==> src/rtl/core/sliding_window_anagram_finder_assert.svh <==
// Assertion helpers shared by the anagram finder RTL.
// Each macro expects clk and rst_n in the enclosing module.
`ifndef SLIDING_WINDOW_ANAGRAM_FINDER_ASSERT_SVH
`define SLIDING_WINDOW_ANAGRAM_FINDER_ASSERT_SVH

// invariant checked every cycle out of reset
`define SWAF_ASSERT(lbl, prop, msg) \
  lbl: assert property (@(posedge clk) disable iff (!rst_n) (prop)) else $error(msg);

// same-cycle implication
`define SWAF_ASSERT_IMPL(lbl, ante, cons, msg) \
  lbl: assert property (@(posedge clk) disable iff (!rst_n) (ante) |-> (cons)) \
    else $error(msg);

// next-cycle implication
`define SWAF_ASSERT_NEXT(lbl, ante, cons, msg) \
  lbl: assert property (@(posedge clk) disable iff (!rst_n) (ante) |=> (cons)) \
    else $error(msg);

`endif

==> src/rtl/core/swaf_pkg.sv <==
package swaf_pkg;

  localparam int NUM_LETTERS = 26;
  localparam int LETTER_W    = 5;
  localparam int COUNT_W     = 5;
  localparam int POS_W       = 32;

  localparam logic [LETTER_W-1:0] LETTER_LIMIT = 5'd26;

  localparam logic [1:0] KIND_CLEAR   = 2'd0;
  localparam logic [1:0] KIND_PATTERN = 2'd1;
  localparam logic [1:0] KIND_TEXT    = 2'd2;

  localparam int QUEUE_DEPTH = 4;
  localparam int QPTR_W      = $clog2(QUEUE_DEPTH);
  localparam int QCNT_W      = $clog2(QUEUE_DEPTH + 1);

  typedef enum logic [2:0] {
    OP_NONE   = 3'd0,
    OP_CLEAR  = 3'd1,
    OP_PAT    = 3'd2,
    OP_REJECT = 3'd3,
    OP_TEXT   = 3'd4
  } op_t;

  // one classified item on its way from front to back
  typedef struct packed {
    op_t                 op;
    logic [LETTER_W-1:0] letter;
    logic                full;
    logic [LETTER_W-1:0] leaving;
  } q_entry_t;

endpackage

==> src/rtl/core/swaf_if.sv <==
interface swaf_in_if;
  logic       valid;
  logic       ready;
  logic [1:0] kind;
  logic [4:0] letter;

  modport source (output valid, output kind, output letter, input ready);
  modport sink   (input valid, input kind, input letter, output ready);
endinterface

interface swaf_out_if;
  logic        valid;
  logic        ready;
  logic        hit;
  logic [31:0] start_index;
  logic        error;

  modport source (output valid, output hit, output start_index, output error, input ready);
  modport sink   (input valid, input hit, input start_index, input error, output ready);
endinterface

==> src/rtl/core/sliding_window_anagram_finder.sv <==
// Sliding-window anagram finder.
// in_if carries kind and letter: kind 0 clears all state, 1 appends a pattern
// letter, 2 feeds a text letter; kind 3 is ignored. Every input transaction
// gives exactly one out_if transaction: hit and start_index for text letters,
// error for rejected pattern letters (overflow, late arrival or bad code),
// all zero otherwise. start_index saturates at its maximum.
// Throughput is one item per cycle while out_if.ready stays high. A result
// passes the classification and window ring read register, then the
// four-entry queue, then the output register before it appears on out_if.
// The front holds the pattern length, text position and a one-read one-write
// window ring of MAX_PATTERN entries; the back holds the 26 letter balances
// and the distinct and balanced counters and updates them for each item.
// Reset (rst_n low, synchronous) empties the pipeline and clears the pattern;
// the ring needs no clearing since only slots written since the last clear
// are used. When out_if.ready is low the result waits in the output register,
// the queue fills, and only then does in_if.ready drop.
module sliding_window_anagram_finder #(
  parameter int unsigned MAX_PATTERN = 256
) (
  input logic         clk,
  input logic         rst_n,
  swaf_in_if.sink     in_if,
  swaf_out_if.source  out_if
);

  logic               push_valid;
  logic               push_ready;
  swaf_pkg::q_entry_t push_entry;
  logic               head_valid;
  logic               head_ready;
  swaf_pkg::q_entry_t head;

  swaf_front #(
    .MAX_PATTERN (MAX_PATTERN)
  ) u_front (
    .clk        (clk),
    .rst_n      (rst_n),
    .in_if      (in_if),
    .push_valid (push_valid),
    .push_entry (push_entry),
    .push_ready (push_ready)
  );

  swaf_fifo u_fifo (
    .clk        (clk),
    .rst_n      (rst_n),
    .push_valid (push_valid),
    .push_entry (push_entry),
    .push_ready (push_ready),
    .pop_valid  (head_valid),
    .pop_entry  (head),
    .pop_ready  (head_ready)
  );

  swaf_back #(
    .MAX_PATTERN (MAX_PATTERN)
  ) u_back (
    .clk        (clk),
    .rst_n      (rst_n),
    .head_valid (head_valid),
    .head       (head),
    .head_ready (head_ready),
    .out_if     (out_if)
  );

endmodule

==> src/rtl/core/swaf_front.sv <==
`include "sliding_window_anagram_finder_assert.svh"

module swaf_front #(
  parameter int unsigned MAX_PATTERN = 256
) (
  input  logic                clk,
  input  logic                rst_n,
  swaf_in_if.sink             in_if,
  output logic                push_valid,
  output swaf_pkg::q_entry_t  push_entry,
  input  logic                push_ready
);

  localparam int PL_W = $clog2(MAX_PATTERN + 1);
  localparam int AW   = (MAX_PATTERN > 1) ? $clog2(MAX_PATTERN) : 1;
  localparam logic [PL_W-1:0] MAX_LEN = PL_W'(MAX_PATTERN);
  localparam logic [AW-1:0]   WP_LAST = AW'(MAX_PATTERN - 1);

  logic                          text_started_r, text_started_nxt;
  logic [PL_W-1:0]               pat_len_r, pat_len_nxt;
  logic [swaf_pkg::POS_W-1:0]    text_pos_r, text_pos_nxt;
  logic [AW-1:0]                 wp_r, wp_nxt;
  logic                          s1_valid_r, s1_valid_nxt;
  swaf_pkg::op_t                 s1_op_r, s1_op_nxt;
  logic [swaf_pkg::LETTER_W-1:0] s1_letter_r;
  logic                          s1_full_r, s1_full_nxt;
  logic [swaf_pkg::LETTER_W-1:0] ring_rd_r;
  logic [swaf_pkg::LETTER_W-1:0] ring_mem [MAX_PATTERN];

  logic            accept;
  logic            ring_we;
  logic            full;
  logic [PL_W-1:0] wp_ext;
  logic [PL_W-1:0] rd_full;
  logic [AW-1:0]   rd_addr;

  assign in_if.ready = !s1_valid_r || push_ready;
  assign accept      = in_if.valid && in_if.ready;

  // oldest window slot: written pattern-length text letters ago
  assign wp_ext  = PL_W'(wp_r);
  assign full    = text_pos_r >= swaf_pkg::POS_W'(pat_len_r);
  assign rd_full = (wp_ext >= pat_len_r) ? (wp_ext - pat_len_r)
                                         : (wp_ext + MAX_LEN - pat_len_r);
  assign rd_addr = rd_full[AW-1:0];

  always_comb begin
    text_started_nxt = text_started_r;
    pat_len_nxt      = pat_len_r;
    text_pos_nxt     = text_pos_r;
    wp_nxt           = wp_r;
    s1_op_nxt        = swaf_pkg::OP_NONE;
    s1_full_nxt      = 1'b0;
    ring_we          = 1'b0;
    s1_valid_nxt     = accept ? 1'b1 : (push_ready ? 1'b0 : s1_valid_r);
    if (accept) begin
      case (in_if.kind)
        swaf_pkg::KIND_CLEAR: begin
          s1_op_nxt        = swaf_pkg::OP_CLEAR;
          text_started_nxt = 1'b0;
          pat_len_nxt      = '0;
          text_pos_nxt     = '0;
          wp_nxt           = '0;
        end
        swaf_pkg::KIND_PATTERN: begin
          if (text_started_r || pat_len_r >= MAX_LEN ||
              in_if.letter >= swaf_pkg::LETTER_LIMIT) begin
            s1_op_nxt = swaf_pkg::OP_REJECT;
          end else begin
            s1_op_nxt   = swaf_pkg::OP_PAT;
            pat_len_nxt = pat_len_r + PL_W'(1);
          end
        end
        swaf_pkg::KIND_TEXT: begin
          text_started_nxt = 1'b1;
          if (text_pos_r != '1) begin
            text_pos_nxt = text_pos_r + swaf_pkg::POS_W'(1);
          end
          if (pat_len_r != '0) begin
            s1_op_nxt   = swaf_pkg::OP_TEXT;
            s1_full_nxt = full;
            ring_we     = 1'b1;
            wp_nxt      = (wp_r == WP_LAST) ? '0 : wp_r + AW'(1);
          end
        end
        default: begin
          s1_op_nxt = swaf_pkg::OP_NONE;
        end
      endcase
    end
  end

  always_ff @(posedge clk) begin
    if (!rst_n) begin
      text_started_r <= 1'b0;
      pat_len_r      <= '0;
      text_pos_r     <= '0;
      wp_r           <= '0;
      s1_valid_r     <= 1'b0;
    end else begin
      text_started_r <= text_started_nxt;
      pat_len_r      <= pat_len_nxt;
      text_pos_r     <= text_pos_nxt;
      wp_r           <= wp_nxt;
      s1_valid_r     <= s1_valid_nxt;
    end
  end

  always_ff @(posedge clk) begin
    if (accept) begin
      s1_op_r     <= s1_op_nxt;
      s1_letter_r <= in_if.letter;
      s1_full_r   <= s1_full_nxt;
    end
  end

  // window ring: read-before-write when the read and write slots coincide
  always_ff @(posedge clk) begin
    if (ring_we) begin
      ring_mem[wp_r] <= in_if.letter;
    end
    if (accept) begin
      ring_rd_r <= ring_mem[rd_addr];
    end
  end

  assign push_valid = s1_valid_r;

  always_comb begin
    push_entry.op      = s1_op_r;
    push_entry.letter  = s1_letter_r;
    push_entry.full    = s1_full_r;
    push_entry.leaving = ring_rd_r;
  end

  `SWAF_ASSERT(a_len_max, pat_len_r <= MAX_LEN, "pattern length above maximum")
  `SWAF_ASSERT(a_wp_range, wp_r <= WP_LAST, "ring write pointer out of range")
  `SWAF_ASSERT_IMPL(a_pos_idle, !text_started_r, text_pos_r == '0, "text position moved before text")

endmodule

==> src/rtl/core/swaf_fifo.sv <==
module swaf_fifo (
  input  logic               clk,
  input  logic               rst_n,
  input  logic               push_valid,
  input  swaf_pkg::q_entry_t push_entry,
  output logic               push_ready,
  output logic               pop_valid,
  output swaf_pkg::q_entry_t pop_entry,
  input  logic               pop_ready
);

  localparam logic [swaf_pkg::QCNT_W-1:0] CNT_FULL = swaf_pkg::QCNT_W'(swaf_pkg::QUEUE_DEPTH);

  swaf_pkg::q_entry_t               mem_r [swaf_pkg::QUEUE_DEPTH];
  logic [swaf_pkg::QPTR_W-1:0]      wr_ptr_r, wr_ptr_nxt;
  logic [swaf_pkg::QPTR_W-1:0]      rd_ptr_r, rd_ptr_nxt;
  logic [swaf_pkg::QCNT_W-1:0]      count_r, count_nxt;
  logic                             push;
  logic                             pop;

  assign push_ready = count_r != CNT_FULL;
  assign pop_valid  = count_r != '0;
  assign pop_entry  = mem_r[rd_ptr_r];
  assign push       = push_valid && push_ready;
  assign pop        = pop_valid && pop_ready;

  always_comb begin
    wr_ptr_nxt = push ? wr_ptr_r + swaf_pkg::QPTR_W'(1) : wr_ptr_r;
    rd_ptr_nxt = pop ? rd_ptr_r + swaf_pkg::QPTR_W'(1) : rd_ptr_r;
    count_nxt  = count_r;
    if (push && !pop) begin
      count_nxt = count_r + swaf_pkg::QCNT_W'(1);
    end else if (pop && !push) begin
      count_nxt = count_r - swaf_pkg::QCNT_W'(1);
    end
  end

  always_ff @(posedge clk) begin
    if (!rst_n) begin
      wr_ptr_r <= '0;
      rd_ptr_r <= '0;
      count_r  <= '0;
    end else begin
      wr_ptr_r <= wr_ptr_nxt;
      rd_ptr_r <= rd_ptr_nxt;
      count_r  <= count_nxt;
    end
  end

  always_ff @(posedge clk) begin
    if (push) begin
      mem_r[wr_ptr_r] <= push_entry;
    end
  end

endmodule

==> src/rtl/core/swaf_back.sv <==
`include "sliding_window_anagram_finder_assert.svh"

module swaf_back #(
  parameter int unsigned MAX_PATTERN = 256
) (
  input  logic               clk,
  input  logic               rst_n,
  input  logic               head_valid,
  input  swaf_pkg::q_entry_t head,
  output logic               head_ready,
  swaf_out_if.source         out_if
);

  localparam int BAL_W = $clog2(MAX_PATTERN + 1) + 1;
  localparam logic signed [BAL_W-1:0] BAL_ONE = BAL_W'(1);

  logic signed [BAL_W-1:0]       bal_r   [swaf_pkg::NUM_LETTERS];
  logic signed [BAL_W-1:0]       bal_nxt [swaf_pkg::NUM_LETTERS];
  logic signed [BAL_W-1:0]       bal_in  [swaf_pkg::NUM_LETTERS];
  logic [swaf_pkg::COUNT_W-1:0]  distinct_r, distinct_nxt;
  logic [swaf_pkg::COUNT_W-1:0]  balanced_r, balanced_nxt;
  logic [swaf_pkg::POS_W-1:0]    ws_r, ws_nxt;
  logic                          out_valid_r, out_valid_nxt;
  logic                          out_hit_r;
  logic [swaf_pkg::POS_W-1:0]    out_start_r;
  logic                          out_error_r;

  logic [swaf_pkg::NUM_LETTERS-1:0] enter;
  logic [swaf_pkg::NUM_LETTERS-1:0] leave;
  logic [swaf_pkg::NUM_LETTERS-1:0] add_pat;
  logic [swaf_pkg::NUM_LETTERS-1:0] hit_zero;
  logic [swaf_pkg::NUM_LETTERS-1:0] left_zero;
  logic [swaf_pkg::NUM_LETTERS-1:0] new_letter;
  logic                             pop;
  logic                             is_text;
  logic                             hit_now;

  assign head_ready = !out_valid_r || out_if.ready;
  assign pop        = head_valid && head_ready;
  assign is_text    = head.op == swaf_pkg::OP_TEXT;

  // per-letter lanes: the new letter enters first, then the oldest leaves
  always_comb begin
    for (int i = 0; i < swaf_pkg::NUM_LETTERS; i++) begin
      enter[i]      = is_text && head.letter == swaf_pkg::LETTER_W'(i);
      leave[i]      = is_text && head.full && head.leaving == swaf_pkg::LETTER_W'(i);
      add_pat[i]    = head.op == swaf_pkg::OP_PAT && head.letter == swaf_pkg::LETTER_W'(i);
      bal_in[i]     = enter[i] ? bal_r[i] - BAL_ONE : bal_r[i];
      hit_zero[i]   = enter[i] && bal_in[i] == '0;
      left_zero[i]  = leave[i] && bal_in[i] == '0;
      new_letter[i] = add_pat[i] && bal_r[i] == '0;
      bal_nxt[i]    = (leave[i] || add_pat[i]) ? bal_in[i] + BAL_ONE : bal_in[i];
    end
  end

  always_comb begin
    balanced_nxt = balanced_r + swaf_pkg::COUNT_W'(|hit_zero)
                 - swaf_pkg::COUNT_W'(|left_zero);
    distinct_nxt = distinct_r + swaf_pkg::COUNT_W'(|new_letter);
    ws_nxt       = ws_r;
    if (is_text && head.full && ws_r != '1) begin
      ws_nxt = ws_r + swaf_pkg::POS_W'(1);
    end
    hit_now       = balanced_nxt == distinct_r;
    out_valid_nxt = pop ? 1'b1 : (out_if.ready ? 1'b0 : out_valid_r);
  end

  always_ff @(posedge clk) begin
    if (!rst_n) begin
      for (int i = 0; i < swaf_pkg::NUM_LETTERS; i++) begin
        bal_r[i] <= '0;
      end
      distinct_r  <= '0;
      balanced_r  <= '0;
      ws_r        <= '0;
      out_valid_r <= 1'b0;
    end else begin
      out_valid_r <= out_valid_nxt;
      if (pop) begin
        if (head.op == swaf_pkg::OP_CLEAR) begin
          for (int i = 0; i < swaf_pkg::NUM_LETTERS; i++) begin
            bal_r[i] <= '0;
          end
          distinct_r <= '0;
          balanced_r <= '0;
          ws_r       <= '0;
        end else begin
          for (int i = 0; i < swaf_pkg::NUM_LETTERS; i++) begin
            bal_r[i] <= bal_nxt[i];
          end
          distinct_r <= distinct_nxt;
          balanced_r <= balanced_nxt;
          ws_r       <= ws_nxt;
        end
      end
    end
  end

  always_ff @(posedge clk) begin
    if (pop) begin
      out_hit_r   <= is_text && hit_now;
      out_start_r <= is_text ? ws_nxt : '0;
      out_error_r <= head.op == swaf_pkg::OP_REJECT;
    end
  end

  assign out_if.valid       = out_valid_r;
  assign out_if.hit         = out_hit_r;
  assign out_if.start_index = out_start_r;
  assign out_if.error       = out_error_r;

  `SWAF_ASSERT(a_bal_le_dist, balanced_r <= distinct_r, "balanced count above distinct count")
  `SWAF_ASSERT(a_dist_range, distinct_r <= swaf_pkg::COUNT_W'(swaf_pkg::NUM_LETTERS), "distinct count out of range")
  `SWAF_ASSERT_NEXT(a_clear, pop && head.op == swaf_pkg::OP_CLEAR, distinct_r == '0 && balanced_r == '0 && ws_r == '0, "clear left state behind")

endmodule
==> src/flat_wrapper.sv <==
// flat-port wrapper written by rule: the top's interface ports become plain ports
module sliding_window_anagram_finder_flat 
#(
  parameter int unsigned MAX_PATTERN = 256
)
  (clk, rst_n, in_if_valid, in_if_kind, in_if_letter, in_if_ready, out_if_valid, out_if_hit, out_if_start_index, out_if_error, out_if_ready);
  swaf_in_if in_if_i ();
  swaf_out_if out_if_i ();
  input logic clk;
  input logic rst_n;
  input wire logic [$bits(in_if_i.valid)-1:0] in_if_valid;
  input wire logic [$bits(in_if_i.kind)-1:0] in_if_kind;
  input wire logic [$bits(in_if_i.letter)-1:0] in_if_letter;
  output wire logic [$bits(in_if_i.ready)-1:0] in_if_ready;
  output wire logic [$bits(out_if_i.valid)-1:0] out_if_valid;
  output wire logic [$bits(out_if_i.hit)-1:0] out_if_hit;
  output wire logic [$bits(out_if_i.start_index)-1:0] out_if_start_index;
  output wire logic [$bits(out_if_i.error)-1:0] out_if_error;
  input wire logic [$bits(out_if_i.ready)-1:0] out_if_ready;
  assign in_if_i.valid = in_if_valid;
  assign in_if_i.kind = in_if_kind;
  assign in_if_i.letter = in_if_letter;
  assign in_if_ready = in_if_i.ready;
  assign out_if_valid = out_if_i.valid;
  assign out_if_hit = out_if_i.hit;
  assign out_if_start_index = out_if_i.start_index;
  assign out_if_error = out_if_i.error;
  assign out_if_i.ready = out_if_ready;
  sliding_window_anagram_finder #(.MAX_PATTERN(MAX_PATTERN)) u_core (.clk(clk), .rst_n(rst_n), .in_if(in_if_i), .out_if(out_if_i));
endmodule
==> config.mk <==
export PLATFORM = sky130hd
export DESIGN_NAME = sliding_window_anagram_finder_flat
export DESIGN_NICKNAME = d
export VERILOG_FILES = /design/src/rtl/core/swaf_pkg.sv /design/src/rtl/core/swaf_if.sv /design/src/rtl/core/sliding_window_anagram_finder.sv /design/src/rtl/core/swaf_front.sv /design/src/rtl/core/swaf_fifo.sv /design/src/rtl/core/swaf_back.sv /design/src/flat_wrapper.sv
export VERILOG_INCLUDE_DIRS = /design/src /design/src/rtl/core
export SDC_FILE = /design/constraint.sdc
export NUM_CORES = 2
export LEC_CHECK = 0
export ABC_AREA = 1
export BUFFER_PORTS_ARGS = -buffer_cell sky130_fd_sc_hd__clkbuf_2
export CORE_AREA = 3 3 450 496
export CTS_BUF_LIST = sky130_fd_sc_hd__clkbuf_4
export CTS_CLUSTER_DIAMETER = 120
export CTS_CLUSTER_SIZE = 10
export DETAILED_ROUTE_END_ITERATION = 8
export DIE_AREA = 0 0 453 499
export PLACE_DENSITY = 0.56
export SETUP_SLACK_MARGIN = 0.05
export SYNTH_ARGS = -nofsm -noshare
export SYNTH_HDL_FRONTEND = slang
export SYNTH_SLANG_ARGS = --single-unit
==> constraint.sdc <==
create_clock -name clk -period 18.9 [get_ports clk]
set_input_delay 1.89 -clock clk [delete_from_list [all_inputs] [get_ports clk]]
set_output_delay 1.89 -clock clk [all_outputs]
set_load 0.005 [all_outputs]
==> out/results.txt <==
Kind of start point of the critical path: register
Core area: 0.219 sq mm
Yosys top cell by area: edfxtp_1
Register area share after synthesis: 58.9%
CP Data Arrival Time: 7.74 ns
Library cells used by synthesis: 73
Status: finished, final reports clean
Worst-path maximum fanout: 33
Die X: 453 um
Cells after Synth: 8,676
Routed length per instance: 20.9 um
Worst EP required: 19.97 ns
Worst-case vdd ir drop: 67.8 uV
Hold bufs inserted after CTS: 0
Reg clk slew, reported paths: 0.14 ns
Fin crit share: 35.3%
Hpwl dp: 153 mm
MaxCap Viol Count: 0
Num CTS Buffers: 192
Post-synth top area share: 56.3%
Starting DRT DRC Count: 5,322
Ports: 47
Initial core utilization: 39.8%
Power Total: 10.2 mW
Slew Viols, Final: 0
Cell Area, Synth: 0.0871 sq mm
Post-CTS setup buffer count: 0
Area Overhead vs Synth: 5.83%
Row count: 180
Antenna violations before repair: 7
Largest net degree at the start of global routing: 186
CTS tree: done
Yosys reg bits: 1,747
GRT Total Usage: 21.0%
Die Ht: 499 um
Syn avg cell area: 10.0 sq um
# resized after CTS: 0
Drt drc: 0
Final min period: 6.66 ns
YS warnings: 0
Max Clk Rate: 150 MHz
TritonRoute pass-1 iters: 6
Syn Nets: 8,830
Port bufs: 46
Hold Fails Final Rpt: 0
ANT nets after route: 0
FF+latch area: 0.0513 sq mm
Fillers: 21,000
PD cells: 111 mW/mm^2
HP Class: register to register
Total number of vias: 63,300
Top cells by area, synth: edfxtp_1 56%, nor2_1 6.2%, nand2_1 5.9%
Clk buf depth: 3
Multi-input gate area: 0.0317 sq mm
CTS H-tree depth: 4
Remaining global-route overflow: 0
Vias per cell: 5.45
Worst setup path class: register to register
Final WS setup: 12.24 ns
Fin nets: 8,772
Vias in the first global route: 61,900
Design area: 0.0922 sq mm
Die footprint: 0.226 sq mm
Placed Area: 0.0902 sq mm
Setup-failing EPs final: 0
Root buffer cell: clkbuf_4
Crit path max-delay cell type: dfxtp_1
Crit path capture type: register
RSZ-0062 raised after global routing: false
Layout cells sized above 1: 6.83%
Leakage power: 32.7 nW
Worst-Margin Slew: 1.16 ns
Pre-CTS setup slack: 12.23 ns
Total wire length: 242 mm
Worst-Skew Late Latency: 1.30 ns
Worst Skew: 0.0998 ns
CTS sink cnt: 1,747
Global-route wire length before repair: 370 mm
Rel. slew slack: 22.0%
CP peak stage delay: 0.85 ns
Setup TNS: 0 ns
Placer Congestion: 0.898
## report_power, final
| part | internal, mW | switching (mW) |
|---|---|---|
| combinational | 1.04 | 2.38 |
| sequential | 4.62 | 0.275 |
| clock | 0.618 | 1.27 |
| total | 6.27 | 3.93 |
## worst paths after layout
kind | start | to | slack, ns | cells after the start
worst min register to register | u_core.u_fifo.rd_ptr_r[0]$_SDFFE_PN0P_ | register | 0.47 | 1
worst max register to register | register | u_core.u_back.out_if.hit$_DFFE_PP_ | 12.24 | 30
worst max-delay path | register | u_core.u_back.out_if.hit$_DFFE_PP_ | 12.24 | 30
worst min-delay path | u_core.u_fifo.rd_ptr_r[0]$_SDFFE_PN0P_ | register | 0.47 | 1
## final cells by class
cell class | count | area share (%)
timing repair buffer | 122 | 1.06
sequential | 1747 | 55.7
clock buffer | 244 | 1.99
antenna | 5 | 0.0136
clock inverter | 13 | 0.161
inverter | 687 | 2.83
multi-input combinational | 5868 | 34.3
tap | 2912 | 3.95
## sequential cells by signal (all words and copies together), names as in the netlist, 3 cells and up, named ones only
register                          flops
u_core.u_front.ring_mem            1280
u_core.u_back.balanced_r              5
u_core.u_front.pat_len_r              9
u_core.u_front.s1_letter_r            5
u_core.u_back.bal_r                 260
u_core.u_fifo.mem_r                  56
u_core.u_back.distinct_r              5
u_core.u_back.out_if.start_index     32
u_core.u_front.wp_r                   8
u_core.u_front.ring_rd_r              5
u_core.u_front.s1_op_r                3
u_core.u_front.text_pos_r            32
u_core.u_back.ws_r                   32
u_core.u_fifo.count_r                 3
## layout by cell type (no fill, tap or decap), types with 31 or more instances in the layout
cell type	netlist	layout
inv_1	638	632
xor2_1	205	201
edfxtp_1	1634	1634
o21ai_1	45	45
clkbuf_4	0	244
ha_1	140	139
o211ai_1	106	106
dfxtp_1	113	113
o21ai_0	591	591
xnor2_1	76	76
nor2_1	1445	1442
nand4_1	97	97
a211oi_1	34	34
nand3_1	486	483
nor4_1	34	34
nand2_2	29	31
mux2i_1	232	232
o221ai_1	202	202
nor2_2	31	33
o22ai_1	53	53
clkbuf_2	0	41
nand2_1	1375	1373
buf_4	14	66
a21oi_1	305	304
nor3_1	162	162
## cell families after synthesis
logic type / share of synthesized area [%]
buffers and inverters: 4.90
flip-flops: 58.9
AND/OR/NAND/NOR: 18.6
adder cells (fa/ha/maj): 2.08
AO/OA/AOI/OAI: 9.98
multiplexers: 2.66
XOR/XNOR: 2.91
## cells in the mapped netlist, drive strengths merged
cell / n
edfxtp: 1634
nor2: 1498
nand2: 1417
inv: 668
o21ai: 655
nand3: 503
a21oi: 307
clkbuf: 267
mux2i: 232
xor2: 209
o221ai: 202
nor3: 178
ha: 140
dfxtp: 113
buf: 107
o211ai: 106
nand4: 97
xnor2: 76
o22ai: 54
a211oi: 35
nor4: 35
o21a: 27
o311ai: 20
clkinv: 19
a31oi: 10
and3: 9
nor3b: 7
and2: 6
nand3b: 6
o21bai: 6
or2: 6
a221oi: 5
nor4b: 4
fa: 3
o211a: 2
o31ai: 2
o41ai: 2
or4: 2
a2111o: 1
a21boi: 1
a22o: 1
o2111ai: 1
o32ai: 1
or3: 1
or3b: 1
## critical path, delay by kind of cell, from the launching register on
family          cells  cell delay, ns
compound gates      1            0.16
xor+xnor            3            0.81
fa+ha+maj           4            1.04
buf+inv             6            1.14
flops               1            0.85
simple gates       16            2.45
## layer usage
| metal | up-vias | track usage [%] | routed length [um] |
|---|---|---|---|
| li1 | 30300 | - | - |
| met1 | 30800 | 27.0 | 102000 |
| met2 | 1779 | 35.6 | 117000 |
| met3 | 445 | 2.93 | 12900 |
| met4 | 2 | 8.25 | 9400 |
| met5 | - | 0 | 10 |
## stage by stage
stage / hold slack, ns / cells / util (%)
2_1_floorplan: 0.435 / 8676 / -
3_3_place_gp: 0.454 / 11300 / 41.3
3_5_place_dp: 0.466 / 11300 / 41.3
4_1_cts: 0.467 / 11600 / 42.2
5_1_grt: 0.507 / 11600 / 42.2
6_report: 0.469 / 11600 / 42.2
No activity file was read; power rests on OpenSTA's default activity.
